[src/rtl/pic_pkg.sv]
// Shared types and constants for the polymorphic inline cache.
package pic_pkg;

  localparam int ENTRIES_DEF = 4;
  localparam int KEY_W       = 64;
  localparam int HANDLE_W    = 64;
  localparam int COUNT_W     = 3;
  localparam int STAT_W      = 32;

  typedef enum logic {
    MODE_LOOKUP = 1'b0,
    MODE_UPDATE = 1'b1
  } mode_t;

  typedef struct packed {
    logic found;
    logic evicted;
    logic full;
  } tbl_status_t;

endpackage

[src/rtl/pic_if.sv]
// Request and response channel interfaces of the inline cache.
interface pic_in_if;
  import pic_pkg::*;
  logic                valid;
  logic                ready;
  mode_t               mode;
  logic [KEY_W-1:0]    class_key;
  logic [HANDLE_W-1:0] method_value;

  modport source (output valid, mode, class_key, method_value, input ready);
  modport sink   (input valid, mode, class_key, method_value, output ready);
endinterface

interface pic_out_if;
  import pic_pkg::*;
  logic                valid;
  logic                ready;
  logic                found;
  logic [HANDLE_W-1:0] method_out;
  logic                evicted;
  logic [COUNT_W-1:0]  entry_count;
  logic                full_res;
  logic [STAT_W-1:0]   hit_total;
  logic [STAT_W-1:0]   miss_total;

  modport source (output valid, found, method_out, evicted, entry_count, full_res,
                  hit_total, miss_total, input ready);
  modport sink   (input valid, found, method_out, evicted, entry_count, full_res,
                  hit_total, miss_total, output ready);
endinterface

[src/rtl/pic_table.sv]
// Key and handle table: parallel compare, update, append and oldest-first shift.
module pic_table #(
  parameter int ENTRIES = pic_pkg::ENTRIES_DEF,
  localparam int CW     = $clog2(ENTRIES + 1)
) (
  input  logic                         clk,
  input  logic                         rst,
  input  logic                         en,
  input  pic_pkg::mode_t               mode,
  input  logic [pic_pkg::KEY_W-1:0]    key_in,
  input  logic [pic_pkg::HANDLE_W-1:0] value_in,
  output pic_pkg::tbl_status_t         status,
  output logic [pic_pkg::HANDLE_W-1:0] handle_out,
  output logic [CW-1:0]                occupancy_next
);
  import pic_pkg::*;

  logic [KEY_W-1:0]    key_store    [ENTRIES];
  logic [HANDLE_W-1:0] handle_store [ENTRIES];
  logic [CW-1:0]       occupancy;

  logic [ENTRIES-1:0]  match;
  logic [ENTRIES-1:0]  slot_free;
  logic                hit;
  logic                full;
  logic                wr_en;
  logic [HANDLE_W-1:0] handle_sel;

  always_comb begin
    handle_sel = '0;
    for (int i = 0; i < ENTRIES; i++) begin
      match[i]     = (occupancy > CW'(i)) && (key_store[i] == key_in);
      slot_free[i] = (occupancy == CW'(i));
      if (match[i]) begin
        handle_sel = handle_sel | handle_store[i];
      end
    end
  end

  assign hit   = |match;
  assign full  = (occupancy == CW'(ENTRIES));
  assign wr_en = en && (mode == MODE_UPDATE);

  always_comb begin
    occupancy_next = occupancy;
    if (wr_en && !hit && !full) begin
      occupancy_next = occupancy + CW'(1);
    end
  end

  assign status.found   = hit;
  assign status.evicted = (mode == MODE_UPDATE) && !hit && full;
  assign status.full    = (occupancy_next == CW'(ENTRIES));
  assign handle_out     = (mode == MODE_LOOKUP && hit) ? handle_sel : '0;

  always_ff @(posedge clk) begin
    if (rst) begin
      occupancy <= '0;
    end else if (en) begin
      occupancy <= occupancy_next;
    end
  end

  // Entries carry no reset; only occupied slots are ever compared.
  always_ff @(posedge clk) begin
    if (wr_en) begin
      for (int i = 0; i < ENTRIES; i++) begin
        if (hit) begin
          if (match[i]) begin
            handle_store[i] <= value_in;
          end
        end else if (!full) begin
          if (slot_free[i]) begin
            key_store[i]    <= key_in;
            handle_store[i] <= value_in;
          end
        end else if (i == ENTRIES - 1) begin
          key_store[i]    <= key_in;
          handle_store[i] <= value_in;
        end else begin
          // drop the oldest, shift the rest down
          key_store[i]    <= key_store[(i + 1) % ENTRIES];
          handle_store[i] <= handle_store[(i + 1) % ENTRIES];
        end
      end
    end
  end

  a_occ_bound: assert property (@(posedge clk) disable iff (rst)
    occupancy <= CW'(ENTRIES))
    else $error("occupancy beyond table size");

  a_single_match: assert property (@(posedge clk) disable iff (rst)
    $onehot0(match))
    else $error("key matched more than one entry");

  a_evict_full: assert property (@(posedge clk) disable iff (rst)
    (en && status.evicted) |-> (full && !hit))
    else $error("eviction without a full table");

  a_append_grows: assert property (@(posedge clk) disable iff (rst)
    (wr_en && !hit && !full) |=> (occupancy == $past(occupancy) + CW'(1)))
    else $error("append did not grow occupancy");

endmodule

[src/rtl/pic_stats.sv]
// Saturating hit and miss counters for lookups.
module pic_stats (
  input  logic                       clk,
  input  logic                       rst,
  input  logic                       en,
  input  logic                       lookup,
  input  logic                       hit,
  output logic [pic_pkg::STAT_W-1:0] hit_total_next,
  output logic [pic_pkg::STAT_W-1:0] miss_total_next
);
  import pic_pkg::*;

  logic [STAT_W-1:0] hit_counter;
  logic [STAT_W-1:0] miss_counter;

  always_comb begin
    hit_total_next  = hit_counter;
    miss_total_next = miss_counter;
    if (lookup) begin
      if (hit) begin
        if (hit_counter != '1) begin
          hit_total_next = hit_counter + STAT_W'(1);
        end
      end else if (miss_counter != '1) begin
        miss_total_next = miss_counter + STAT_W'(1);
      end
    end
  end

  always_ff @(posedge clk) begin
    if (rst) begin
      hit_counter  <= '0;
      miss_counter <= '0;
    end else if (en) begin
      hit_counter  <= hit_total_next;
      miss_counter <= miss_total_next;
    end
  end

endmodule

[src/rtl/polymorphic_inline_cache.sv]
// Polymorphic inline cache: request register, table and counters, response register.
// Flow: a request beat lands in the request register, and its response is
// then captured in the response register, which holds it until the sink takes it.
// Throughput: one beat per cycle unless the sink stalls; compare is combinational.
// Reset clears occupancy, both counters and the valid flags; stored keys and
// handles are not reset and are read only once written.
module polymorphic_inline_cache #(
  parameter int ENTRIES = pic_pkg::ENTRIES_DEF
) (
  input  logic            clk,
  input  logic            rst,
  pic_in_if.sink          req,
  pic_out_if.source       rsp
);
  import pic_pkg::*;

  localparam int CW = $clog2(ENTRIES + 1);

  logic                stage_valid;
  mode_t               stage_mode;
  logic [KEY_W-1:0]    stage_key;
  logic [HANDLE_W-1:0] stage_value;

  logic                out_valid;
  logic                out_found;
  logic [HANDLE_W-1:0] out_method;
  logic                out_evicted;
  logic [COUNT_W-1:0]  out_count;
  logic                out_full;
  logic [STAT_W-1:0]   out_hits;
  logic [STAT_W-1:0]   out_misses;

  logic                advance;
  tbl_status_t         status;
  logic [HANDLE_W-1:0] handle_out;
  logic [CW-1:0]       occupancy_next;
  logic [31:0]         occ_ext;
  logic [STAT_W-1:0]   hit_total_next;
  logic [STAT_W-1:0]   miss_total_next;

  assign advance   = stage_valid && (!out_valid || rsp.ready);
  assign req.ready = !stage_valid || advance;

  always_ff @(posedge clk) begin
    if (rst) begin
      stage_valid <= 1'b0;
    end else if (req.ready) begin
      stage_valid <= req.valid;
    end
  end

  always_ff @(posedge clk) begin
    if (req.valid && req.ready) begin
      stage_mode  <= req.mode;
      stage_key   <= req.class_key;
      stage_value <= req.method_value;
    end
  end

  pic_table #(.ENTRIES(ENTRIES)) u_table (
    .clk            (clk),
    .rst            (rst),
    .en             (advance),
    .mode           (stage_mode),
    .key_in         (stage_key),
    .value_in       (stage_value),
    .status         (status),
    .handle_out     (handle_out),
    .occupancy_next (occupancy_next)
  );

  pic_stats u_stats (
    .clk             (clk),
    .rst             (rst),
    .en              (advance),
    .lookup          (stage_mode == MODE_LOOKUP),
    .hit             (status.found),
    .hit_total_next  (hit_total_next),
    .miss_total_next (miss_total_next)
  );

  assign occ_ext = 32'(occupancy_next);

  always_ff @(posedge clk) begin
    if (rst) begin
      out_valid <= 1'b0;
    end else if (advance) begin
      out_valid <= 1'b1;
    end else if (rsp.ready) begin
      out_valid <= 1'b0;
    end
  end

  // hold the response beat until the sink takes it
  always_ff @(posedge clk) begin
    if (advance) begin
      out_found   <= status.found;
      out_method  <= handle_out;
      out_evicted <= status.evicted;
      out_count   <= occ_ext[COUNT_W-1:0];
      out_full    <= status.full;
      out_hits    <= hit_total_next;
      out_misses  <= miss_total_next;
    end
  end

  assign rsp.valid       = out_valid;
  assign rsp.found       = out_found;
  assign rsp.method_out  = out_method;
  assign rsp.evicted     = out_evicted;
  assign rsp.entry_count = out_count;
  assign rsp.full_res    = out_full;
  assign rsp.hit_total   = out_hits;
  assign rsp.miss_total  = out_misses;

endmodule
[src/flat_wrapper.sv]
// flat-port wrapper written by rule: the top's interface ports become plain ports
module polymorphic_inline_cache_flat import pic_pkg::*;
#(
  parameter int ENTRIES = pic_pkg::ENTRIES_DEF
)
  (clk, rst, req_valid, req_mode, req_class_key, req_method_value, req_ready, rsp_valid, rsp_found, rsp_method_out, rsp_evicted, rsp_entry_count, rsp_full_res, rsp_hit_total, rsp_miss_total, rsp_ready);
  pic_in_if req_i ();
  pic_out_if rsp_i ();
  input  logic clk;
  input  logic rst;
  input wire logic [$bits(req_i.valid)-1:0] req_valid;
  input wire logic [$bits(req_i.mode)-1:0] req_mode;
  input wire logic [$bits(req_i.class_key)-1:0] req_class_key;
  input wire logic [$bits(req_i.method_value)-1:0] req_method_value;
  output wire logic [$bits(req_i.ready)-1:0] req_ready;
  output wire logic [$bits(rsp_i.valid)-1:0] rsp_valid;
  output wire logic [$bits(rsp_i.found)-1:0] rsp_found;
  output wire logic [$bits(rsp_i.method_out)-1:0] rsp_method_out;
  output wire logic [$bits(rsp_i.evicted)-1:0] rsp_evicted;
  output wire logic [$bits(rsp_i.entry_count)-1:0] rsp_entry_count;
  output wire logic [$bits(rsp_i.full_res)-1:0] rsp_full_res;
  output wire logic [$bits(rsp_i.hit_total)-1:0] rsp_hit_total;
  output wire logic [$bits(rsp_i.miss_total)-1:0] rsp_miss_total;
  input wire logic [$bits(rsp_i.ready)-1:0] rsp_ready;
  assign req_i.valid = req_valid;
  assign req_i.mode = req_mode;
  assign req_i.class_key = req_class_key;
  assign req_i.method_value = req_method_value;
  assign req_ready = req_i.ready;
  assign rsp_valid = rsp_i.valid;
  assign rsp_found = rsp_i.found;
  assign rsp_method_out = rsp_i.method_out;
  assign rsp_evicted = rsp_i.evicted;
  assign rsp_entry_count = rsp_i.entry_count;
  assign rsp_full_res = rsp_i.full_res;
  assign rsp_hit_total = rsp_i.hit_total;
  assign rsp_miss_total = rsp_i.miss_total;
  assign rsp_i.ready = rsp_ready;
  polymorphic_inline_cache #(.ENTRIES(ENTRIES)) u_core (.clk(clk), .rst(rst), .req(req_i), .rsp(rsp_i));
endmodule
[config.mk]
export PLATFORM = sky130hd
export DESIGN_NAME = polymorphic_inline_cache_flat
export DESIGN_NICKNAME = d
export VERILOG_FILES = /design/src/rtl/pic_pkg.sv /design/src/rtl/pic_if.sv /design/src/rtl/pic_table.sv /design/src/rtl/pic_stats.sv /design/src/rtl/polymorphic_inline_cache.sv /design/src/flat_wrapper.sv
export SDC_FILE = /design/constraint.sdc
export NUM_CORES = 1
export LEC_CHECK = 0
export BUFFER_PORTS_ARGS = -buffer_cell sky130_fd_sc_hd__buf_4
export CAP_MARGIN = 10
export CORE_AREA = 2 2 352 494
export CTS_CLUSTER_SIZE = 24
export DETAILED_ROUTE_END_ITERATION = 10
export DIE_AREA = 0 0 354 496
export PLACE_DENSITY_LB_ADDON = 0.12
export SETUP_SLACK_MARGIN = 0.05
export SYNTH_ARGS = -nofsm -noshare
export SYNTH_HDL_FRONTEND = slang
export SYNTH_HIERARCHICAL = 1
export SYNTH_SLANG_ARGS = --single-unit
[constraint.sdc]
create_clock -name clk -period 12.5 [get_ports clk]
set_clock_uncertainty 0.1 [all_clocks]
set_input_delay 1.875 -clock clk [delete_from_list [all_inputs] [get_ports clk]]
set_output_delay 1.875 -clock clk [all_outputs]
set_load 0.01 [all_outputs]
; Word level (Yosys, flattened, before mapping)
; Memory sizes are Yosys's and may differ from the RTL's.
; Index checks and enable logic that the tools add are counted.
[op_classes]
addsub = 3
order_cmp = 4
eq_ne = 11
muxes = 65
bitwise_logic = 16
reduce_logical = 21
[op_table]
columns = cell, n
row1 = 64-bit two-way mux, 16
row2 = 64-bit == test, 4
row3 = 32-bit two-way mux, 6
row4 = 64-bit OR, 3
row5 = "32-bit by 1-bit adder with 32-bit output, second input constant", 2
row6 = "32-bit != test, second input constant", 2
row7 = 1-bit two-way mux, 42
row8 = 1-bit logical AND, 12
row9 = 1-bit OR, 12
row10 = "3-bit by 2-bit == test with 1-bit output, second input constant", 2
row11 = "3-bit == test, second input constant", 2
row12 = "3-bit by 1-bit > comparator with 1-bit output, second input constant", 2
row13 = "3-bit by 2-bit > comparator with 1-bit output, second input constant", 2
row14 = 1-bit zero test, 4
row15 = 4-bit OR reduction, 1
row16 = "3-bit by 1-bit adder with 3-bit output, second input constant", 1
row17 = "3-bit by 1-bit == test with 1-bit output, second input constant", 1
row18 = 3-bit zero test, 1
row19 = 3-bit two-way mux, 1
row20 = 1-bit logical OR, 2
row21 = 2-bit nonzero test, 1
row22 = 1-bit inverter, 1
[totals]
regBits = 332
mem_bits_rw = 512
elab_cells = 137
mem_count = 2
[mem_list]
columns = memory, depth, width, read_ports, rd_ports_with_merged_regs, write_ports, line_no
row1 = u_core.u_table.handle_store, 4, 64, 4, 0, 4, pic_table.sv:19  ; logic [HANDLE_W-1:0] handle_store [ENTRIES];
row2 = u_core.u_table.key_store, 4, 64, 4, 0, 4, pic_table.sv:18  ; logic [KEY_W-1:0] key_store [ENTRIES];

; Logic depth before layout (Yosys ltp)
; An unclocked memory read counts as a cell.
[depth]
word_depth = 10
ltp_mapped = 16

; Cells and area by module
; The synthesis kept the hierarchy.
[by_module_without_submodules]
columns = mod, instances, cells_per_inst, area_per_inst_um2
row1 = pic_table, 1, 1682, 26666.8
row2 = polymorphic_inline_cache, 1, 274, 8005.2
row3 = pic_stats, 1, 569, 4493.1

; Worst setup path before layout
; Ideal clock, no wire load.
[synth_path]
path_type = input to register
from = input port rsp_ready
to = memory u_core.u_table.key_store[1][36] (netlist: u_core/u_table/key_store[0][100]) (enable)
setup_time_ns = 0.578
t_arrival_ns = 8.938
t_required_ns = 11.822
path_slack_ns = 2.883
cell_stages = 5
path_buffers = 1
cell_sequence = nand2b_1 -> and2_2 -> nand2_1 -> clkbuf_1 -> nor3b_1
[synth_rtl]
columns = item, line_no
row1 = "start, declared", flat_wrapper.sv:24  ; input wire logic [$bits(rsp_i.ready)-1:0] rsp_ready;
row2 = "end, declared", pic_table.sv:18

==> reports/metrics.cfg <==
[status]
outcome=finished, final reports clean

[die]
row_count=180
die_x_um=354
die_y_um=496
io_pins=269
start_util_pct=22.9
coreArea_um2=171000
die_area_um2=176000

[synth]
syn_area_per_cell_um2=15.5
yosys.area.top_type=edfxtp_1
ys_types=79
syn_area_um2=39200
synth_top_cells_by_count=edfxtp_1, mux2_4, xnor2_1, a22oi_1, a21oi_1
yosysSeqAreaShare_pct=62.9
ys_async_sr_fraction_pct=0
synth.top_cells.by_area=edfxtp_1, mux2_4, xnor2_1
synth_most_common_cell=edfxtp_1
yosysTopAreaCellShare_pct=59.4
syn_inst=2525
synth_warnings=6
syn_nets=2665
synth_seq_cells=844
ys.flop_type=edfxtp_1
synth_edf_count=775

[cells_and_area]
postLayoutCoreUtil_pct=27.0
drive_above_1_share_pct=28.9
nets=2883
stdcell_count=5095
fillCellCount=17500
area_growth_pct=18.1

[placement]
gp_congestion=0.794
portBuffers=268
place.detailed.hpwl_um=74700
post-place-cells=4920

[sta]
fin_hold_ws_ps=405
max_freq_mhz=175
finalSetupViolCount=0
period_minus_slack_ps=5710
worst_pin_slew_ps=1170
fin_setup_tns_ps=0
rsz0062_at_grt=false
slew_headroom_pct=21.6
final-hold-violation-count=0
finalCritPeriodShare_pct=45.6
drv_slew=0

[critical_path]
path_cells=xor2_1 > nor4_1 > nand3_1 > or4_4 > o22a_4 > nand4_4 > buf_12 > buf_4 > mux2_2
path_buf_inv=2
cp_max_fo=138
end_kind=flip-flop
worst_path_max_delay_cell=buf_4
start_kind=flip-flop
slowest_delay_ps=880
critPathKind=flip-flop to flip-flop
cp_data_required_time_ps=12850
critPathTopFamily=simple AND/OR/NAND/NOR gates
arrival_ps=6050

[cts]
clkTransAtPathRegs_ps=60
cts_buffers=96
cts_tree=yes
cts_setup_buffers=0
clock-root-buffer=clkbuf_16
cts.repair.resized=0
cts_sinks=844
clock_path_buffers=3
clock_latency_ps=720
hold_buffers=0
cts_max_level=3

[global_routing]
busiest_layer=met2
met1_usage_pct=16.8
antenna_found_initial=12
grt_first_pass_wirelength_um=166000
grtUsageMet3_pct=2.38
track_usage_pct=12.9
grt_max_degree=139
grt_pass1_vias=22900
overflow=0
grt_util_met2_pct=21.4

[drt]
wirelength_um=116000
drt_iter0_drc=1536
avgViaCountPerCell=4.39
detail-route-antenna-nets=0
vias=22400
drc=0
detail_route.wl_per_cell_um=22.8
drt_pass1_iterations=5

[run]
cap_violations=0

[pwr]
leakage_uw=0.0160
finalPower_uw=6490
pwr_density_cell_nw_per_um2=140
ir_drop_mv=0.120

[worst_hold_path]
holdCritPathClass=flip-flop to flip-flop

## worst min-delay path, stage by stage (launching register included)
cell     delay [ps]
dfxtp_1         340
inv_1            60
a21oi_1          50
## per-stage QoR
step	instance area, um2	worst slack, ps
after floorplan	39200	2880
after global placement	43000	6200
after detailed placement	43000	6150
after CTS	46300	6690
after global routing	46300	6730
final	46300	6790
## final cells by class
cell class | count | area, um2 | share of cell area (%)
Sequential cell | 844 | 24700 | 53.3
Multi-Input combinational cell | 1454 | 13100 | 28.2
Tap cell | 2275 | 2850 | 6.15
Clock buffer | 115 | 2480 | 5.37
Timing Repair Buffer | 299 | 2270 | 4.91
Clock inverter | 59 | 763 | 1.65
Inverter | 48 | 180 | 0.389
Antenna cell | 1 | 2.50 | 0.00541
## placed cells by master (no fill, tap or decap), drive strengths merged, types with 4 or more instances in the layout
cell type | netlist | final
mux2 | 386 | 386
inv | 48 | 50
bufinv | 0 | 13
or4 | 32 | 32
edfxtp | 775 | 775
buf | 70 | 299
nand3 | 37 | 37
nand2b | 12 | 12
ha | 7 | 7
and3 | 10 | 10
nand2 | 43 | 43
mux2i | 11 | 11
o22ai | 9 | 9
and4 | 12 | 12
dfxtp | 69 | 69
clkinv | 0 | 42
xor2 | 103 | 103
nor2b | 19 | 19
xnor2 | 191 | 191
o221ai | 4 | 4
o31ai | 25 | 25
a22oi | 128 | 128
a221oi | 6 | 6
o21ai | 29 | 29
nor2 | 57 | 57
a21oi | 115 | 115
nand4 | 71 | 71
or2 | 4 | 4
a31oi | 5 | 5
clkbuf | 108 | 115
nand4b | 4 | 4
nor4 | 34 | 34
or3 | 32 | 32
nor3 | 27 | 27
o211ai | 6 | 6
and2 | 5 | 5
## flip-flops by register name (all words and copies together), names as in the netlist
register / count
u_core/u_table/occupancy: 3
u_core/stage_value: 64
u_core/stage_valid: 1
u_core/u_table/handle_store: 256
u_core/u_stats/miss_counter: 32
u_core/rsp.full_res: 1
u_core/u_table/key_store: 256
u_core/rsp.valid: 1
u_core/rsp.entry_count: 3
u_core/rsp.evicted: 1
u_core/rsp.hit_total: 32
u_core/rsp.found: 1
u_core/rsp.miss_total: 32
u_core/stage_mode: 1
u_core/rsp.method_out: 64
u_core/stage_key: 64
u_core/u_stats/hit_counter: 32
## cells by family (layout without fill, tap and decap cells)
kind of cell               after synthesis  in the layout  synth area share (%)
DFF                                    844            844                  62.9
and+or+nand+nor                        404            404                  6.10
muxes                                  397            397                  14.3
AOI/OAI and AO/OA                      352            352                  5.98
xor gates and xnor gates               294            294                  6.57
buffers and inverters                  227            521                  3.92
adders and majority gates                7              7                 0.224
other                                    0              1                     0
## layer usage
metal  vias to the layer above  part of all wire [%]
met5                         -                 0.035
met4                         8                   2.6
met3                       134                   5.6
met2                       642                    48
met1                     11500                    44
li1                      10100                     -
## report_power, final
| group | leakage [uW] | switching (uW) | total (uW) | internal, uW |
|---|---|---|---|---|
| Combinational | 0.00682 | 149 | 311 | 162 |
| Sequential | 0.00762 | 70.9 | 3230 | 3160 |
| Clock | 0.00158 | 1250 | 2950 | 1700 |
| Total | 0.0160 | 1470 | 6490 | 5020 |
## path summary, 6_finish.rpt
check,start,endpoint,slack [ps],cells past startpoint
worst max-delay path,u_core/stage_key[32],u_core/u_table/key_store[0][76],6790,9
worst min-delay path,u_core/stage_valid,u_core/rsp.valid,410,2
worst max register to register,u_core/stage_key[32],u_core/u_table/key_store[0][76],6790,9
worst min register to register,u_core/stage_valid,u_core/rsp.valid,410,2
Power figures use the tool's default switching activity.
